**src/sv/scbp_pkg.sv**
```systemverilog
`timescale 1ns / 1ps
// Shared types, register indexes and constants of the capsule brush pixel pipeline.
package scbp_pkg;

    localparam int QW      = 16;
    localparam int D2W     = 48;
    localparam int RW      = 24;
    localparam int TDIV_W  = 51;
    localparam int CDIV_W  = 24;
    localparam int BLEND_N = 4;

    localparam logic [16:0] ONE_Q16 = 17'h10000;

    localparam logic [2:0] REG_START    = 3'd0;
    localparam logic [2:0] REG_END      = 3'd1;
    localparam logic [2:0] REG_RADIUS   = 3'd2;
    localparam logic [2:0] REG_HARDNESS = 3'd3;
    localparam logic [2:0] REG_OPACITY  = 3'd4;
    localparam logic [2:0] REG_PAINT    = 3'd5;
    localparam logic [2:0] REG_CANVAS   = 3'd6;

    localparam logic [1:0] T_ZERO = 2'd0;
    localparam logic [1:0] T_ONE  = 2'd1;
    localparam logic [1:0] T_DIV  = 2'd2;

    typedef struct packed {
        logic signed [23:0] pos_x;
        logic signed [23:0] pos_y;
        logic [31:0]        orig_rgba;
        logic [31:0]        prev_rgba;
        logic [16:0]        prev_coverage;
    } in_t;

    typedef struct packed {
        logic [31:0] new_rgba;
        logic [16:0] new_coverage;
        logic        write_enable;
        logic        pixel_changed;
    } out_t;

    typedef struct packed {
        logic [31:0] orig_rgba;
        logic [31:0] prev_rgba;
        logic [16:0] prev_coverage;
        logic        ok;
    } pix_t;

    typedef struct packed {
        pix_t               pix;
        logic signed [24:0] ux;
        logic signed [24:0] uy;
        logic signed [24:0] vx;
        logic signed [24:0] vy;
        logic [1:0]         tmode;
    } side_t_t;

    typedef struct packed {
        pix_t pix;
        logic full;
    } side_c_t;

endpackage

```
**src/sv/scbp_sqrt.sv**
```systemverilog
`timescale 1ns / 1ps
// Pipelined integer square root, one root bit per stage.
module scbp_sqrt #(
    parameter int SB = 1
) (
    input  logic                     clk,
    input  logic                     rst_n,
    input  logic                     in_valid,
    input  logic [scbp_pkg::D2W-1:0] val,
    input  logic [SB-1:0]            side_in,
    output logic                     out_valid,
    output logic [scbp_pkg::RW-1:0]  root,
    output logic [SB-1:0]            side_out
);
    import scbp_pkg::*;

    logic           valid_reg [RW];
    logic [D2W-1:0] val_reg   [RW];
    logic [RW+1:0]  rem_reg   [RW];
    logic [RW-1:0]  root_reg  [RW];
    logic [SB-1:0]  side_reg  [RW];

    genvar k;
    generate
        for (k = 0; k < RW; k++) begin : g_stage
            logic           v_in;
            logic [D2W-1:0] x_in;
            logic [RW+1:0]  r_in;
            logic [RW-1:0]  q_in;
            logic [SB-1:0]  s_in;
            logic [RW+3:0]  cand;
            logic [RW+3:0]  trial;
            logic           ge;
            logic [RW+3:0]  diff;
            if (k == 0) begin : g_first
                assign v_in = in_valid;
                assign x_in = val;
                assign r_in = '0;
                assign q_in = '0;
                assign s_in = side_in;
            end else begin : g_rest
                assign v_in = valid_reg[k-1];
                assign x_in = val_reg[k-1];
                assign r_in = rem_reg[k-1];
                assign q_in = root_reg[k-1];
                assign s_in = side_reg[k-1];
            end
            assign cand  = {r_in, x_in[D2W-1:D2W-2]};
            assign trial = {2'b00, q_in, 2'b01};
            assign ge    = cand >= trial;
            assign diff  = cand - trial;

            always_ff @(posedge clk or negedge rst_n)
            begin
                if (!rst_n)
                begin
                    valid_reg[k] <= 1'b0;
                end
                else
                begin
                    valid_reg[k] <= v_in;
                end
            end

            always_ff @(posedge clk)
            begin
                val_reg[k]  <= {x_in[D2W-3:0], 2'b00};
                rem_reg[k]  <= ge ? diff[RW+1:0] : cand[RW+1:0];
                root_reg[k] <= {q_in[RW-2:0], ge};
                side_reg[k] <= s_in;
            end
        end
    endgenerate

    assign out_valid = valid_reg[RW-1];
    assign root      = root_reg[RW-1];
    assign side_out  = side_reg[RW-1];

endmodule

```
**config.mk**
```make
export PLATFORM = sky130hd
export DESIGN_NAME = scbp_sqrt
export DESIGN_NICKNAME = d
export VERILOG_FILES = /design/src/sv/scbp_pkg.sv /design/src/sv/scbp_sqrt.sv
export SDC_FILE = /design/constraint.sdc
export NUM_CORES = 2
export LEC_CHECK = 0
export BUFFER_PORTS_ARGS = -buffer_cell sky130_fd_sc_hd__buf_2
export CAP_MARGIN = 5
export CORE_ASPECT_RATIO = 0.5
export CORE_MARGIN = 8
export CORE_UTILIZATION = 54
export CTS_CLUSTER_SIZE = 14
export DETAILED_ROUTE_END_ITERATION = 8
export PLACE_DENSITY = 0.67
export REMOVE_ABC_BUFFERS = 1
export SYNTH_ARGS = -nofsm -noshare
export SYNTH_HDL_FRONTEND = slang
export SYNTH_SLANG_ARGS = --single-unit
export TNS_END_PERCENT = 30
```
**constraint.sdc**
```tcl
create_clock -name clk -period 4.4 [get_ports clk]
set_clock_uncertainty 0.05 [all_clocks]
set_input_delay 0.44 -clock clk [delete_from_list [all_inputs] [get_ports clk]]
set_output_delay 0.44 -clock clk [all_outputs]
set_load 0.01 [all_outputs]
```
==> results by group <==
CTS
  – H-tree depth: 4
  – Postcts setup bufs: 0
  – Clock buffer count from CTS: 130
  – CTS tree: yes
  – Post-cts gate resize count: 0
  – Root Buffer: clkbuf_16
  – CTS clk-pin slew, worst paths: 60 ps
  – Clock latency on the worst-skew pair: ~730 ps
  – Clk sinks: about 1500
  – CTS Buffer Depth: 3

Floorplanning
  – IO Count: 78
  – Initial Util: between 50% and 60%
  – Horiz. Die Dim: about 460 um
  – Total die area: 107000 um2
  – Core Area: between 90000 and 100000 um2
  – Die height: approximately 240 um
  – # rows: 80

Worst setup path
  – Startpoint types: flip-flop
  – RR Endpoint: rem_reg[0][120]$_DFF_P_
  – Critical Path RT: approximately 5000 ps
  – Crit Reg-Reg Startpoint: rem_reg[0][86]$_DFF_P_
  – Critical path arrival: about 4600 ps
  – R2R cell count: 10
  – Worst Path Class, Setup: reg2reg
  – Flop2flop setup slack: ~370 ps
  – CP Max Fanout: 9
  – Crit end category: flip-flop

Route
  – Residual DRC count: 0
  – Routed wire length: about 94000 um
  – DRT iter0 DRCs: between 1500 and 2000
  – Vias: roughly 34000
  – Vias per inst: between 5 and 6
  – DRT antenna net count: 0
  – Detailed-route wire length per cell: ~14 um
  – First-pass DRT Iterations: 7

Timing
  – Rel. slew slack: around a quarter
  – Final setup TNS: 0 ps
  – Worst Tran Pin Value: 1110 ps
  – Slew Viols, Final: 0
  – Max frequency: between 200 and 250 MHz
  – RSZ-0062 raised after global routing: false
  – Final hold vios: 0
  – Final setup viols: 0
  – Final Cycle Share: ~91%
  – Tmin final: 4030 ps

Power and ir drop
  – Max rail drop VDD: about 0.33 mV
  – Pwr dens: ~570 nW/um2
  – Leakage power total: 27.8 nW
  – Total chip power: about 33 mW

Outcome
  – Run status: completed

Cells and area
  – Fraction of layout instances using a drive strength above 1: 6.75%
  – Largest register FFs: roughly 560
  – Most common cell after layout, fill and taps aside: dfxtp_1
  – Final nets: about 5600
  – Area grow syn2layout: 12.4%
  – Most frequent cells in the layout: 1439 x dfxtp_1, 402 x inv_1, 334 x nand2_1, 326 x ha_1, 302 x nor2_1
  – Ant. Diodes: 0

Logic synthesis
  – Syn avg cell area: between 10 and 15 um2
  – FF+latch count, synth: roughly 1500
  – Syn Inst Count: approximately 5000
  – Sequential-to-total area share from yosys stat: between 50% and 60%
  – Synth unique cells: 76
  – Synth warn: 0
  – Number of synthesized flops with an enable pin: 0
  – Asr flop ratio synth: under 10%
  – Main synth FF type: dfxtp_1
  – Synth Cell Area: ~52000 um2

Place
  – GPL Wtd Cong: about 0.9
  – I/O Buffers: 77
  – Post-DP HPWL: slightly below 70000 um

GRT
  – Initial antenna violation count: 0
  – Gr ovfl total: 0
  – All-Layer GR Usage: between 10% and 20%
  – Largest net degree at the start of global routing: 39
  – Vias in the first global route: 33074
  – First-pass GRT wire length: 154000 um

Worst hold path
  – Hold WC Path Type: in2async

Job
  – Max Cap Viol: 0
==> cells in the mapped netlist, types with 35 or more instances <==
cell,instances,area (um2)
mux2_2,35,394
nor2b_1,53,332
clkbuf_1,69,259
nand2b_1,55,344
nor3_1,123,616
dfxtp_1,1439,28800
nand3_1,85,425
a21oi_1,285,1430
o21a_1,64,480
nand2_1,334,1250
xnor2_1,239,2090
ha_1,326,4080
nor2_1,303,1140
xor2_1,218,1910
nand4_1,51,319
nor4_1,78,488
inv_1,402,1510
o21ai_0,250,1250
a21o_1,128,961
or3_1,42,263
==> final cells by class <==
| class | instances | area (um2) |
|---|---|---|
| fillers | 7749 | 36900 |
| flip-flops and latches | 1463 | 29400 |
| multi-input cells | 3077 | 21000 |
| clock buffers | 174 | 3550 |
| well taps | 1271 | 1590 |
| inverters | 404 | 1520 |
| repair buffers | 153 | 1100 |
| clock inverters | 31 | 479 |
==> stage by stage <==
step                instance area [um2]  setup WS (ps)  utilization [%]  hold WS, ps  cells
finish                            58600            374             61.4          161   6573
global route                      58600            252             61.4          190   6573
CTS                               58600            412             61.4          104   6573
detailed placement                54100            429             56.6          262   6316
global placement                  54100            472             56.6          260   6316
floorplan                         51900           32.8                -         94.4   4944
==> critical path, cell delays in order (launching register included) <==
cell,delay [ps]
dfxtp_1,320
or4_1,570
or3_4,370
or4_4,450
or4_4,470
or4_4,460
nor4_4,520
inv_2,250
nand3_4,220
nor4_1,80
xor2_1,140
==> where the power goes <==
part	leakage [nW]	internal (mW)	switching (mW)
sequential	12.3	15.5	1.53
combinational	13.5	2.61	3.01
clock	1.96	6.05	4.71
total	27.8	24.1	9.25
==> layer usage <==
metal / GRT usage, % / share of wire, %
met3: 3.20 / 3.7
met5: 0 / 0
met4: 7.88 / 3.8
met1: 19.1 / 43
met2: 30.0 / 49
==> kinds of logic after synthesis <==
group	Yosys count	share of synthesized area, %
compound gates	971	11.6
flops	1463	56.4
other cells	1	0.00719
buf+inv	476	3.43
fa+ha+maj	326	7.82
xor+xnor	457	7.67
mux	42	0.890
simple gates	1280	12.2
==> worst max-delay path by stage <==
stage	depth (start not counted)	endpoint	startpoint	slack, ps
after floorplan	10	rem_reg[2][88]$_DFF_P_	root_reg[18][0]$_DFF_P_	30
after global placement	10	rem_reg[0][115]$_DFF_P_	rem_reg[0][86]$_DFF_P_	470
after detailed placement	10	rem_reg[0][120]$_DFF_P_	rem_reg[0][86]$_DFF_P_	430
after CTS	10	rem_reg[0][120]$_DFF_P_	rem_reg[0][86]$_DFF_P_	410
after global routing	10	rem_reg[0][115]$_DFF_P_	rem_reg[0][86]$_DFF_P_	250
final	10	rem_reg[0][120]$_DFF_P_	rem_reg[0][86]$_DFF_P_	370
==> repair_timing <==
item,4_1_cts,5_1_grt
hold buffers,52,0
endpoints found under the setup margin,0,0
endpoints found under the hold margin,75,0
(Power assumes the default switching activity.)
