--- src/sv/scbp_pkg.sv ---
`timescale 1ns / 1ps
// Shared types, register indexes and constants of the capsule brush pixel pipeline.
package scbp_pkg;

    localparam int QW      = 16;
    localparam int D2W     = 48;
    localparam int RW      = 24;
    localparam int TDIV_W  = 51;
    localparam int CDIV_W  = 24;
    localparam int BLEND_N = 4;

    localparam logic [16:0] ONE_Q16 = 17'h10000;

    localparam logic [2:0] REG_START    = 3'd0;
    localparam logic [2:0] REG_END      = 3'd1;
    localparam logic [2:0] REG_RADIUS   = 3'd2;
    localparam logic [2:0] REG_HARDNESS = 3'd3;
    localparam logic [2:0] REG_OPACITY  = 3'd4;
    localparam logic [2:0] REG_PAINT    = 3'd5;
    localparam logic [2:0] REG_CANVAS   = 3'd6;

    localparam logic [1:0] T_ZERO = 2'd0;
    localparam logic [1:0] T_ONE  = 2'd1;
    localparam logic [1:0] T_DIV  = 2'd2;

    typedef struct packed {
        logic signed [23:0] pos_x;
        logic signed [23:0] pos_y;
        logic [31:0]        orig_rgba;
        logic [31:0]        prev_rgba;
        logic [16:0]        prev_coverage;
    } in_t;

    typedef struct packed {
        logic [31:0] new_rgba;
        logic [16:0] new_coverage;
        logic        write_enable;
        logic        pixel_changed;
    } out_t;

    typedef struct packed {
        logic [31:0] orig_rgba;
        logic [31:0] prev_rgba;
        logic [16:0] prev_coverage;
        logic        ok;
    } pix_t;

    typedef struct packed {
        pix_t               pix;
        logic signed [24:0] ux;
        logic signed [24:0] uy;
        logic signed [24:0] vx;
        logic signed [24:0] vy;
        logic [1:0]         tmode;
    } side_t_t;

    typedef struct packed {
        pix_t pix;
        logic full;
    } side_c_t;

endpackage

--- src/sv/scbp_div.sv ---
`timescale 1ns / 1ps
// Pipelined restoring divider, one quotient bit per stage, numerator below denominator.
module scbp_div #(
    parameter int W  = 24,
    parameter int SB = 1
) (
    input  logic                  clk,
    input  logic                  rst_n,
    input  logic                  in_valid,
    input  logic [W-1:0]          num,
    input  logic [W-1:0]          den,
    input  logic [SB-1:0]         side_in,
    output logic                  out_valid,
    output logic [scbp_pkg::QW-1:0] quo,
    output logic [SB-1:0]         side_out
);
    import scbp_pkg::*;

    logic          valid_reg [QW];
    logic [W-1:0]  rem_reg   [QW];
    logic [W-1:0]  den_reg   [QW];
    logic [QW-1:0] q_reg     [QW];
    logic [SB-1:0] side_reg  [QW];

    genvar i;
    generate
        for (i = 0; i < QW; i++) begin : g_stage
            logic          v_in;
            logic [W-1:0]  r_in;
            logic [W-1:0]  d_in;
            logic [QW-1:0] q_in;
            logic [SB-1:0] s_in;
            logic [W:0]    sh;
            logic          ge;
            logic [W-1:0]  rem_next;
            if (i == 0) begin : g_first
                assign v_in = in_valid;
                assign r_in = num;
                assign d_in = den;
                assign q_in = '0;
                assign s_in = side_in;
            end else begin : g_rest
                assign v_in = valid_reg[i-1];
                assign r_in = rem_reg[i-1];
                assign d_in = den_reg[i-1];
                assign q_in = q_reg[i-1];
                assign s_in = side_reg[i-1];
            end
            assign sh       = {r_in, 1'b0};
            assign ge       = sh >= {1'b0, d_in};
            assign rem_next = ge ? W'(sh - {1'b0, d_in}) : sh[W-1:0];

            always_ff @(posedge clk or negedge rst_n)
            begin
                if (!rst_n)
                begin
                    valid_reg[i] <= 1'b0;
                end
                else
                begin
                    valid_reg[i] <= v_in;
                end
            end

            always_ff @(posedge clk)
            begin
                rem_reg[i]  <= rem_next;
                den_reg[i]  <= d_in;
                q_reg[i]    <= {q_in[QW-2:0], ge};
                side_reg[i] <= s_in;
            end
        end
    endgenerate

    assign out_valid = valid_reg[QW-1];
    assign quo       = q_reg[QW-1];
    assign side_out  = side_reg[QW-1];

endmodule

--- config.mk ---
export PLATFORM = sky130hd
export DESIGN_NAME = scbp_div
export DESIGN_NICKNAME = d
export VERILOG_FILES = /design/src/sv/scbp_pkg.sv /design/src/sv/scbp_div.sv
export SDC_FILE = /design/constraint.sdc
export NUM_CORES = 2
export LEC_CHECK = 0
export BUFFER_PORTS_ARGS = -buffer_cell sky130_fd_sc_hd__buf_2
export CORE_UTILIZATION = 55
export CTS_CLUSTER_DIAMETER = 30
export CTS_CLUSTER_SIZE = 8
export DETAILED_ROUTE_END_ITERATION = 8
export PLACE_DENSITY = 0.78
export SYNTH_ARGS = -nofsm -noshare
export SYNTH_HDL_FRONTEND = slang
export SYNTH_SLANG_ARGS = --single-unit
--- constraint.sdc ---
create_clock -name clk -period 4.8 [get_ports clk]
set_clock_uncertainty 0.2 [all_clocks]
set_input_delay 1.44 -clock clk [delete_from_list [all_inputs] [get_ports clk]]
set_output_delay 1.44 -clock clk [all_outputs]
set_load 0.01 [all_outputs]
==> summary.txt <==
Route
  • Routed Antenna Nets: 0
  • Wire length on met2: 46.3 mm
  • Vias per cell: 5.42
  • WL met1: 30.0 mm
  • Initial DRT Pass Iterations: 5
  • Via count: ~30000
  • Mean routed wirelength per cell: 15.2 microns
  • Top Layer Used: met4
  • First DRT Iteration DRCs: ~1200
  • Final wirelength: 83.8 mm
  • DRC Markers: 0
  • WL met3: 2.67 mm

STA
  • Rel. slew slack: 21.2%
  • RSZ-0062 raised after global routing: false
  • Min Tclk post-route: 4130 ps
  • Final hold vios: 0
  • Final setup violation count: 0
  • Slew @ Worst Pin: 1170 ps
  • Period Utilization, post-route: approximately 86%
  • Max Slew Vio Count: 0
  • Highest clock rate: between 0.2 and 0.25 GHz
  • Setup tns final: 0 ps

Logic synthesis
  • Post-synth cell types: 87
  • Cell Area, Synth: about 40000 sq um
  • Avg Inst Size Synth: 9.61 sq um
  • Register bit total from synthesis: 888
  • Syn. warnings: 0
  • Fraction of registers with async set or reset after synthesis: between 1.5 and 2%
  • Number of synthesized flops with an enable pin: 0
  • Main synth FF type: dfxtp_1
  • Post-Syn Instances: between 4000 and 5000
  • Seq/Total Area, Yosys: 44.0%
  • Post-Syn Nets: 4673

Clock tree
  • Post-CTS sizing: 0
  • Post-CTS Hold Buffers: 0
  • CTS tree: built
  • H-tree depth: 4
  • Maximum clock path buffer count: 3
  • CTS buffer count: 176
  • Post-CTS Setup Repair Bufs: 0
  • Root Buffer: clkbuf_16
  • Worst skew pair latency: 730 ps
  • CTS clock-pin slew for the worst setup and hold paths: 40 ps
  • Clk sinks: 888

Floorplan
  • Core Region: 73000 sq um
  • # rows: between 90 and 100
  • Ports: 70
  • Die footprint: 74900 sq um
  • Starting Density: 55.6%
  • Die width: 274 microns
  • Die H: 274 microns

Critical path
  • Slowest cell delay on critical path: 910 ps
  • Critical-path top delay cell: o32a_1
  • Reg2reg setup slack: 670 ps
  • Crit path DAT: 4520 ps
  • Kind of critical path: reg2reg
  • R2R depth: 12
  • CP max FO: 23
  • Top Family by Delay on Critical Path: compound AO/OA/AOI/OAI gates
  • Buf/Inv on CP: 2
  • Reg2Reg Launch Point: den_reg[7][3]$_DFF_P_
  • Setup crit end kind: register
  • CP startpoint kind: register
  • Reg-to-Reg End: rem_reg[8][16]$_DFF_P_
  • Worst endpoint required time: 5190 ps
  • Worst path cell trace: inv_1 -> ha_1 -> nand3_1 -> a21oi_1 -> o311ai_0 -> buf_4 -> nand4b_1 -> a211oi_1 -> o21bai_1 -> o221a_2 -> o32a_1 -> mux2_2

Pwr
  • Pwr Density: 820 nW/um^2
  • Tot Pwr: ~39000 uW
  • Worst vdd ir: between 500 and 600 uV
  • LEAKAGE: 0.0228 uW

GRT
  • Overflow after GRT: 0
  • Number of global-route vias before repair: 30981
  • Initial antenna violation count: 0
  • All-Layer GR Usage: 22.5%
  • Largest net degree at the start of global routing: 46
  • Global-route wire length before repair: 139 mm

Min path
  • Hold Path Cell Cnt: 0
  • Hold Crit Class: reg2reg
  • WHS Endpoint: q_reg[6][28]$_DFF_P_
  • HP Start: q_reg[6][11]$_DFF_P_

Status
  • Status: finished, final reports clean

Placement
  • GPL Wtd Cong: 0.902
  • Hpwl dp: ~60 mm
  • Area post-placement: roughly 42000 sq um
  • # port buffers: 69

Finish
  • Fillers: 5509
  • Leading cell type in the layout, fill and taps excluded: dfxtp_1
  • Ant diodes: 0
  • Nets@finish: 4875
  • Cell area after layout: 48100 sq um
  • Most frequent cells in the layout: dfxtp_1 (872), inv_1 (462), ha_1 (383)
  • Share of layout cells above drive strength 1: about an eighth
  • Area Overhead vs Synth: 18.5%

Job
  • Max-cap violation count: 0
-- cell type report --
class / instances / area (sq um) / share of cell area (%)
well taps: 959 / 1200 / 2.49
repair buffers: 102 / 631 / 1.31
flip-flops and latches: 888 / 17900 / 37.1
inverters: 462 / 1730 / 3.60
multi-input cells: 2795 / 20700 / 43.0
clock inverters: 69 / 858 / 1.78
clock buffers: 239 / 5130 / 10.7
-- metrics by stage --
stage	hold WS (ps)	instances	utilization, %	setup slack [ps]
4_1_cts	118	5514	66.0	670
6_report	112	5514	66.0	667
2_1_floorplan	110	4223	-	646
3_3_place_gp	110	5206	57.7	384
5_1_grt	126	5514	66.0	422
3_5_place_dp	112	5206	57.7	335
-- layer usage --
metal  vias up  track usage, %
li1      15064               -
met1     13889            19.8
met2       636            45.7
met3       295            4.08
met4         0            14.7
met5         -               0
-- synthesized netlist by cell type (10+ instances only) --
cell,number,area (sq um)
and2_1,18,113
ha_1,383,4790
nor4_1,17,106
o2111ai_1,11,96.3
nand2b_1,47,294
nand3_1,66,330
o21a_1,49,368
xor2_1,120,1050
a211oi_1,25,188
a21o_1,158,1190
or2_2,10,62.6
nor3_1,39,195
nand2_1,281,1050
dfxtp_1,872,17500
dfrtp_1,16,400
inv_1,462,1730
a211o_1,14,123
o21ai_0,250,1250
clkbuf_1,66,248
and4_1,12,105
o211ai_1,10,75.1
and3_1,33,206
mux2_2,136,1530
o31a_1,13,114
a31o_2,10,87.6
nand4_1,45,282
a31oi_1,41,257
mux2_4,34,510
xnor2_1,173,1520
o21bai_1,33,248
a21oi_1,288,1440
or3_1,16,100
nor2b_1,63,394
nor2_1,218,818
fa_1,15,300
o31ai_1,14,105
a21boi_0,17,128
-- power by group --
part           switching, uW  internal, uW  total, uW  leakage [uW]
clock network           3750          8200      12000       0.00293
logic                   8680          7890      16600        0.0124
registers               1090          9840      10900       0.00754
total                  13500         25900      39400        0.0228
-- worst max-delay path by stage --
stage | from | end | slack [ps] | cells after the start
final | den_reg[7][3]$_DFF_P_ | rem_reg[8][16]$_DFF_P_ | 670 | 12
after global routing | den_reg[7][3]$_DFF_P_ | rem_reg[8][11]$_DFF_P_ | 420 | 12
after CTS | den_reg[7][3]$_DFF_P_ | rem_reg[8][16]$_DFF_P_ | 670 | 12
after detailed placement | den[1] | rem_reg[0][14]$_DFF_P_ | 330 | 15
after global placement | den[2] | rem_reg[0][14]$_DFF_P_ | 380 | 15
after floorplan | den[3] | rem_reg[0][1]$_DFF_P_ | 650 | 12
-- logic make-up (layout without fill, tap and decap cells) --
family | after synthesis | count (layout) | synth area share (%)
buffers and inverters | 540 | 872 | 5.14
adders and majority gates | 398 | 398 | 12.5
xor gates and xnor gates | 293 | 293 | 6.32
DFF | 888 | 888 | 44.0
AOI/OAI and AO/OA | 1032 | 1032 | 16.2
and+or+nand+nor | 894 | 894 | 10.6
muxes | 178 | 178 | 5.23
Note: power is estimated with default switching activity, not from simulation.
