## src/sv/scbp_pkg.sv

```systemverilog
`timescale 1ns / 1ps
// Shared types, register indexes and constants of the capsule brush pixel pipeline.
package scbp_pkg;

    localparam int QW      = 16;
    localparam int D2W     = 48;
    localparam int RW      = 24;
    localparam int TDIV_W  = 51;
    localparam int CDIV_W  = 24;
    localparam int BLEND_N = 4;

    localparam logic [16:0] ONE_Q16 = 17'h10000;

    localparam logic [2:0] REG_START    = 3'd0;
    localparam logic [2:0] REG_END      = 3'd1;
    localparam logic [2:0] REG_RADIUS   = 3'd2;
    localparam logic [2:0] REG_HARDNESS = 3'd3;
    localparam logic [2:0] REG_OPACITY  = 3'd4;
    localparam logic [2:0] REG_PAINT    = 3'd5;
    localparam logic [2:0] REG_CANVAS   = 3'd6;

    localparam logic [1:0] T_ZERO = 2'd0;
    localparam logic [1:0] T_ONE  = 2'd1;
    localparam logic [1:0] T_DIV  = 2'd2;

    typedef struct packed {
        logic signed [23:0] pos_x;
        logic signed [23:0] pos_y;
        logic [31:0]        orig_rgba;
        logic [31:0]        prev_rgba;
        logic [16:0]        prev_coverage;
    } in_t;

    typedef struct packed {
        logic [31:0] new_rgba;
        logic [16:0] new_coverage;
        logic        write_enable;
        logic        pixel_changed;
    } out_t;

    typedef struct packed {
        logic [31:0] orig_rgba;
        logic [31:0] prev_rgba;
        logic [16:0] prev_coverage;
        logic        ok;
    } pix_t;

    typedef struct packed {
        pix_t               pix;
        logic signed [24:0] ux;
        logic signed [24:0] uy;
        logic signed [24:0] vx;
        logic signed [24:0] vy;
        logic [1:0]         tmode;
    } side_t_t;

    typedef struct packed {
        pix_t pix;
        logic full;
    } side_c_t;

endpackage

```

## src/sv/scbp_blend.sv

```systemverilog
`timescale 1ns / 1ps
// Coverage update, alpha, per-channel blend and result register.
module scbp_blend (
    input  logic                   clk,
    input  logic                   rst_n,
    input  logic                   in_valid,
    input  logic [scbp_pkg::QW-1:0] quo,
    input  scbp_pkg::side_c_t      side,
    input  logic [16:0]            opacity,
    input  logic [24:0]            paint,
    output logic                   done,
    output scbp_pkg::out_t         result
);
    import scbp_pkg::*;

    logic        b1_valid_reg, b2_valid_reg, b3_valid_reg, done_reg;
    pix_t        b1_pix_reg, b2_pix_reg, b3_pix_reg;
    logic [16:0] b1_value_reg, b2_value_reg, b3_value_reg;
    logic        b1_raise_reg, b2_raise_reg, b3_raise_reg;
    logic [16:0] b2_a_reg;
    logic [31:0] b3_rgba_reg;
    out_t        result_reg;

    logic [16:0] value_next;
    logic [33:0] aprod;
    logic [16:0] inv;
    logic [31:0] rgba_next;
    out_t        result_next;

    assign value_next = side.full ? ONE_Q16 : {1'b0, quo};
    assign aprod      = b1_value_reg * opacity + 34'd32768;
    assign inv        = ONE_Q16 - b2_a_reg;

    always_comb
    begin
        logic [7:0]  src;
        logic [7:0]  pnt;
        logic [24:0] s;
        rgba_next = '0;
        for (int c = 0; c < 4; c++)
        begin
            src = b2_pix_reg.orig_rgba[8*c +: 8];
            pnt = (c == 3) ? 8'hFF : paint[8*c +: 8];
            s   = 25'(src) * 25'(inv) + 25'd32768;
            if (!paint[24])
            begin
                s = s + 25'(pnt) * 25'(b2_a_reg);
            end
            rgba_next[8*c +: 8] = (s[24:16] > 9'd255) ? 8'hFF : s[23:16];
        end
    end

    always_comb
    begin
        if (b3_raise_reg)
        begin
            result_next.new_rgba      = b3_rgba_reg;
            result_next.new_coverage  = b3_value_reg;
            result_next.write_enable  = 1'b1;
            result_next.pixel_changed = b3_rgba_reg != b3_pix_reg.prev_rgba;
        end
        else
        begin
            result_next.new_rgba      = b3_pix_reg.prev_rgba;
            result_next.new_coverage  = b3_pix_reg.prev_coverage;
            result_next.write_enable  = 1'b0;
            result_next.pixel_changed = 1'b0;
        end
    end

    always_ff @(posedge clk or negedge rst_n)
    begin
        if (!rst_n)
        begin
            b1_valid_reg <= 1'b0;
            b2_valid_reg <= 1'b0;
            b3_valid_reg <= 1'b0;
            done_reg     <= 1'b0;
        end
        else
        begin
            b1_valid_reg <= in_valid;
            b2_valid_reg <= b1_valid_reg;
            b3_valid_reg <= b2_valid_reg;
            done_reg     <= b3_valid_reg;
        end
    end

    always_ff @(posedge clk)
    begin
        b1_pix_reg   <= side.pix;
        b1_value_reg <= value_next;
        b1_raise_reg <= side.pix.ok && (value_next > side.pix.prev_coverage);
        b2_pix_reg   <= b1_pix_reg;
        b2_value_reg <= b1_value_reg;
        b2_raise_reg <= b1_raise_reg;
        b2_a_reg     <= aprod[32:16];
        b3_pix_reg   <= b2_pix_reg;
        b3_value_reg <= b2_value_reg;
        b3_raise_reg <= b2_raise_reg;
        b3_rgba_reg  <= rgba_next;
        result_reg   <= result_next;
    end

    assign done   = done_reg;
    assign result = result_reg;

endmodule

```

## config.mk

```make
export PLATFORM = sky130hd
export DESIGN_NAME = scbp_blend
export DESIGN_NICKNAME = d
export VERILOG_FILES = /design/src/sv/scbp_pkg.sv /design/src/sv/scbp_blend.sv
export SDC_FILE = /design/constraint.sdc
export NUM_CORES = 2
export LEC_CHECK = 0
export BUFFER_PORTS_ARGS = -buffer_cell sky130_fd_sc_hd__buf_2
export CORE_UTILIZATION = 50
export CTS_CLUSTER_DIAMETER = 60
export DETAILED_ROUTE_END_ITERATION = 16
export PLACE_DENSITY_LB_ADDON = 0.2
export SLEW_MARGIN = 20
export SYNTH_ARGS = -nofsm -noshare
export SYNTH_HDL_FRONTEND = slang
export SYNTH_SLANG_ARGS = --single-unit
```

## constraint.sdc

```tcl
create_clock -name clk -period 13.7 [get_ports clk]
set_clock_uncertainty 0.2 [all_clocks]
set_input_delay 0.685 -clock clk [delete_from_list [all_inputs] [get_ports clk]]
set_output_delay 0.685 -clock clk [all_outputs]
set_load 0.01 [all_outputs]
```

==> impl_metrics.tcl <==
set metrics [dict create \
    rr_endpoint "b3_rgba_reg[19]" \
    clock-root-buffer "clkbuf_16" \
    vias 36400 \
    cts_resized 0 \
    die-area_mm2 0.107 \
    finalWirelength_um 128000 \
    drt_first_iter_violations 1481 \
    setup-violations-final 0 \
    startpoint "b2_a_reg[2]" \
    ys_top_cells_by_area "fa_1, dfxtp_1, ha_1" \
    wl_per_cell_um 18.0 \
    drv_cap 0 \
    reg2reg_from "b2_a_reg[2]" \
    crit_buf_inv 8 \
    finalCritPeriodShare_pct 85.8 \
    hp-class "input pin to flop" \
    cts_setup_buffers 0 \
    post-place-ws_ps 2030 \
    min_period_ps 11750 \
    synth-edff-count 0 \
    syn_area_mm2 0.0527 \
    synth_flop_cell "dfxtp_1" \
    hpwl_um 100000 \
    critPathMaxStageDelay_ps 690 \
    avgSynthCellArea_um2 9.45 \
    setup_tns_ps 0 \
    crit_required_ps 13960 \
    end_kind "flop" \
    holdPathStages 2 \
    crit_slowest_cell "nor3b_1" \
    core.rowCount 118 \
    fp.dieW_um 327 \
    start_util_pct 50.7 \
    worstSetupPathType "flop to flop" \
    place.gp.congestion 0.882 \
    grt_max_degree 53 \
    drv_slew 0 \
    grt_pass1_vias 40000 \
    antenna_found_initial 0 \
    clock_sinks 369 \
    antenna_left 0 \
    cts_tree "built" \
    clkTransAtPathRegs_ps 60 \
    dpl_cell_area_mm2 0.0551 \
    synth-seq-cells 369 \
    viasPerCell 5.09 \
    clockBufferDepth 3 \
    yosysWarnings 0 \
    syn_to_final_growth_pct 9.35 \
    worstMarginPinSlew_ps 1090 \
    io_buffer_count 195 \
    final_area_mm2 0.0576 \
    syn-num-nets 7270 \
    hold_violations 0 \
    cp_top_family "adder cells" \
    maxSlewHeadroom_pct 27.3 \
    grt_pass1_wl_um 212000 \
    cts_inserted_buffers 48 \
    grt-ovfl-total 0 \
    ios 196 \
    hp-start "side[1]" \
    clk_latency_ps 660 \
    rrSetupSlack_ps 1950 \
    rsz0062_at_grt "no" \
    yosys.cell_types.count 88 \
    fin_nets 7430 \
    drtPass1Iterations 6 \
    drc 0 \
    syn_inst 5574 \
    yosysTopAreaCellShare_pct 38.8 \
    hold_end "b1_raise_reg" \
    status "finished, final reports clean" \
    crit_top_cell "fa_1" \
    path_max_fanout 29 \
    whs_ps 73.6 \
    core_mm2 0.104 \
    ys_seq_area_share_pct 14.1 \
    r2r_cells 38 \
    fmax_mhz 85.1 \
    cp.arrival_ps 12020 \
    cts_max_level 2 \
    drive_above_1_share_pct 7.33 \
    setup_ws_ps 1950 \
    cp-start-kind "flop" \
    yosysTopAreaCell "fa_1" \
    async_flop_share_pct 1.08 \
    track_usage_pct 25.4 \
    die_h_um 327 \
]
-- cells in the final DEF (no fill, tap or decap), drive strengths merged, types with 56 or more instances in the layout --
cell,netlist,final
inv,1281,1294
fa,1021,1021
nand2,663,663
and2,656,656
ha,531,531
dfxtp,365,365
buf,6,244
xnor2,110,110
dlygate4sd3,0,84
a21oi,84,84
nor2,73,73
o21ai,62,62
clkbuf,212,56
-- metrics by stage --
stage	util (%)	cells
6_report	55.4	7151
5_1_grt	55.4	7150
4_1_cts	55.4	7150
3_5_place_dp	53.0	6980
3_3_place_gp	53.0	6980
2_1_floorplan	-	5574
-- Yosys cell counts, drive strengths merged (5+ instances only) --
| master | instances |
|---|---|
| a21boi | 6 |
| xnor2 | 110 |
| o21bai | 6 |
| nor3 | 34 |
| nand3 | 25 |
| o21ai | 62 |
| o21a | 34 |
| dfxtp | 365 |
| a211oi | 14 |
| nand2 | 663 |
| a211o | 13 |
| and3 | 11 |
| and2 | 656 |
| xor2 | 50 |
| clkbuf | 212 |
| mux2 | 49 |
| nor4 | 11 |
| a31oi | 11 |
| nand2b | 23 |
| nor2 | 73 |
| a21oi | 84 |
| inv | 1281 |
| buf | 6 |
| nand4 | 21 |
| o31a | 7 |
| a21o | 25 |
| nor2b | 38 |
| o31ai | 10 |
| ha | 531 |
| o211ai | 24 |
| fa | 1021 |
| or3 | 13 |
| or2 | 5 |
| o2111ai | 7 |
-- cell type report --
type | instances | area [um^2]
diodes | 1 | 2.50
clock buffers | 56 | 1280
clock inverters | 30 | 425
fillers | 9346 | 46300
inverters | 1281 | 4810
multi-input cells | 3706 | 39800
flip-flops and latches | 369 | 7410
well taps | 1380 | 1730
repair buffers | 328 | 2180
-- routing by layer --
metal  GRT usage (%)  up-vias  share of wire, %  routed length [um]
met1            30.1    18600                40               51400
met5               0        -                 0                   0
met3            2.62      182               3.5                4530
met2            47.3      676                53               67600
li1                -    16900                 -                   -
met4            8.95        0               3.8                4930
-- worst register-to-register path, delay by kind of cell (launching register included) --
kind / cells / cell delay [ps]
and+or+nand+nor: 9 / 2710
adders and majority gates: 11 / 4470
xor gates and xnor gates: 2 / 960
AOI/OAI and AO/OA: 8 / 1880
DFF: 1 / 300
buffers and inverters: 8 / 1070
-- kinds of logic after synthesis --
group | share of synthesized area [%]
buf+inv | 10.7
mux | 1.09
fa+ha+maj | 51.4
flops | 14.1
compound gates | 4.61
simple gates | 15.4
xor+xnor | 2.73
-- how the worst max path moves through the flow --
| stage | endpoint | slack [ps] | cells past startpoint |
|---|---|---|---|
| floorplan | b3_rgba_reg[6] | 3290 | 40 |
| global placement | b3_rgba_reg[6] | 2260 | 37 |
| detailed placement | b3_rgba_reg[7] | 2030 | 39 |
| CTS | b3_rgba_reg[19] | 1950 | 38 |
| global route | b3_rgba_reg[19] | 1340 | 38 |
| finish | b3_rgba_reg[19] | 1950 | 38 |
-- repair_timing --
action | in CTS | in global routing
endpoints found under the setup margin | 0 | 0
hold buffers | 84 | 0
hold endpoints to repair | 87 | 0
Power is not shown: default switching activity piles up to over one toggle a cycle in this logic, so the estimate is an artifact.
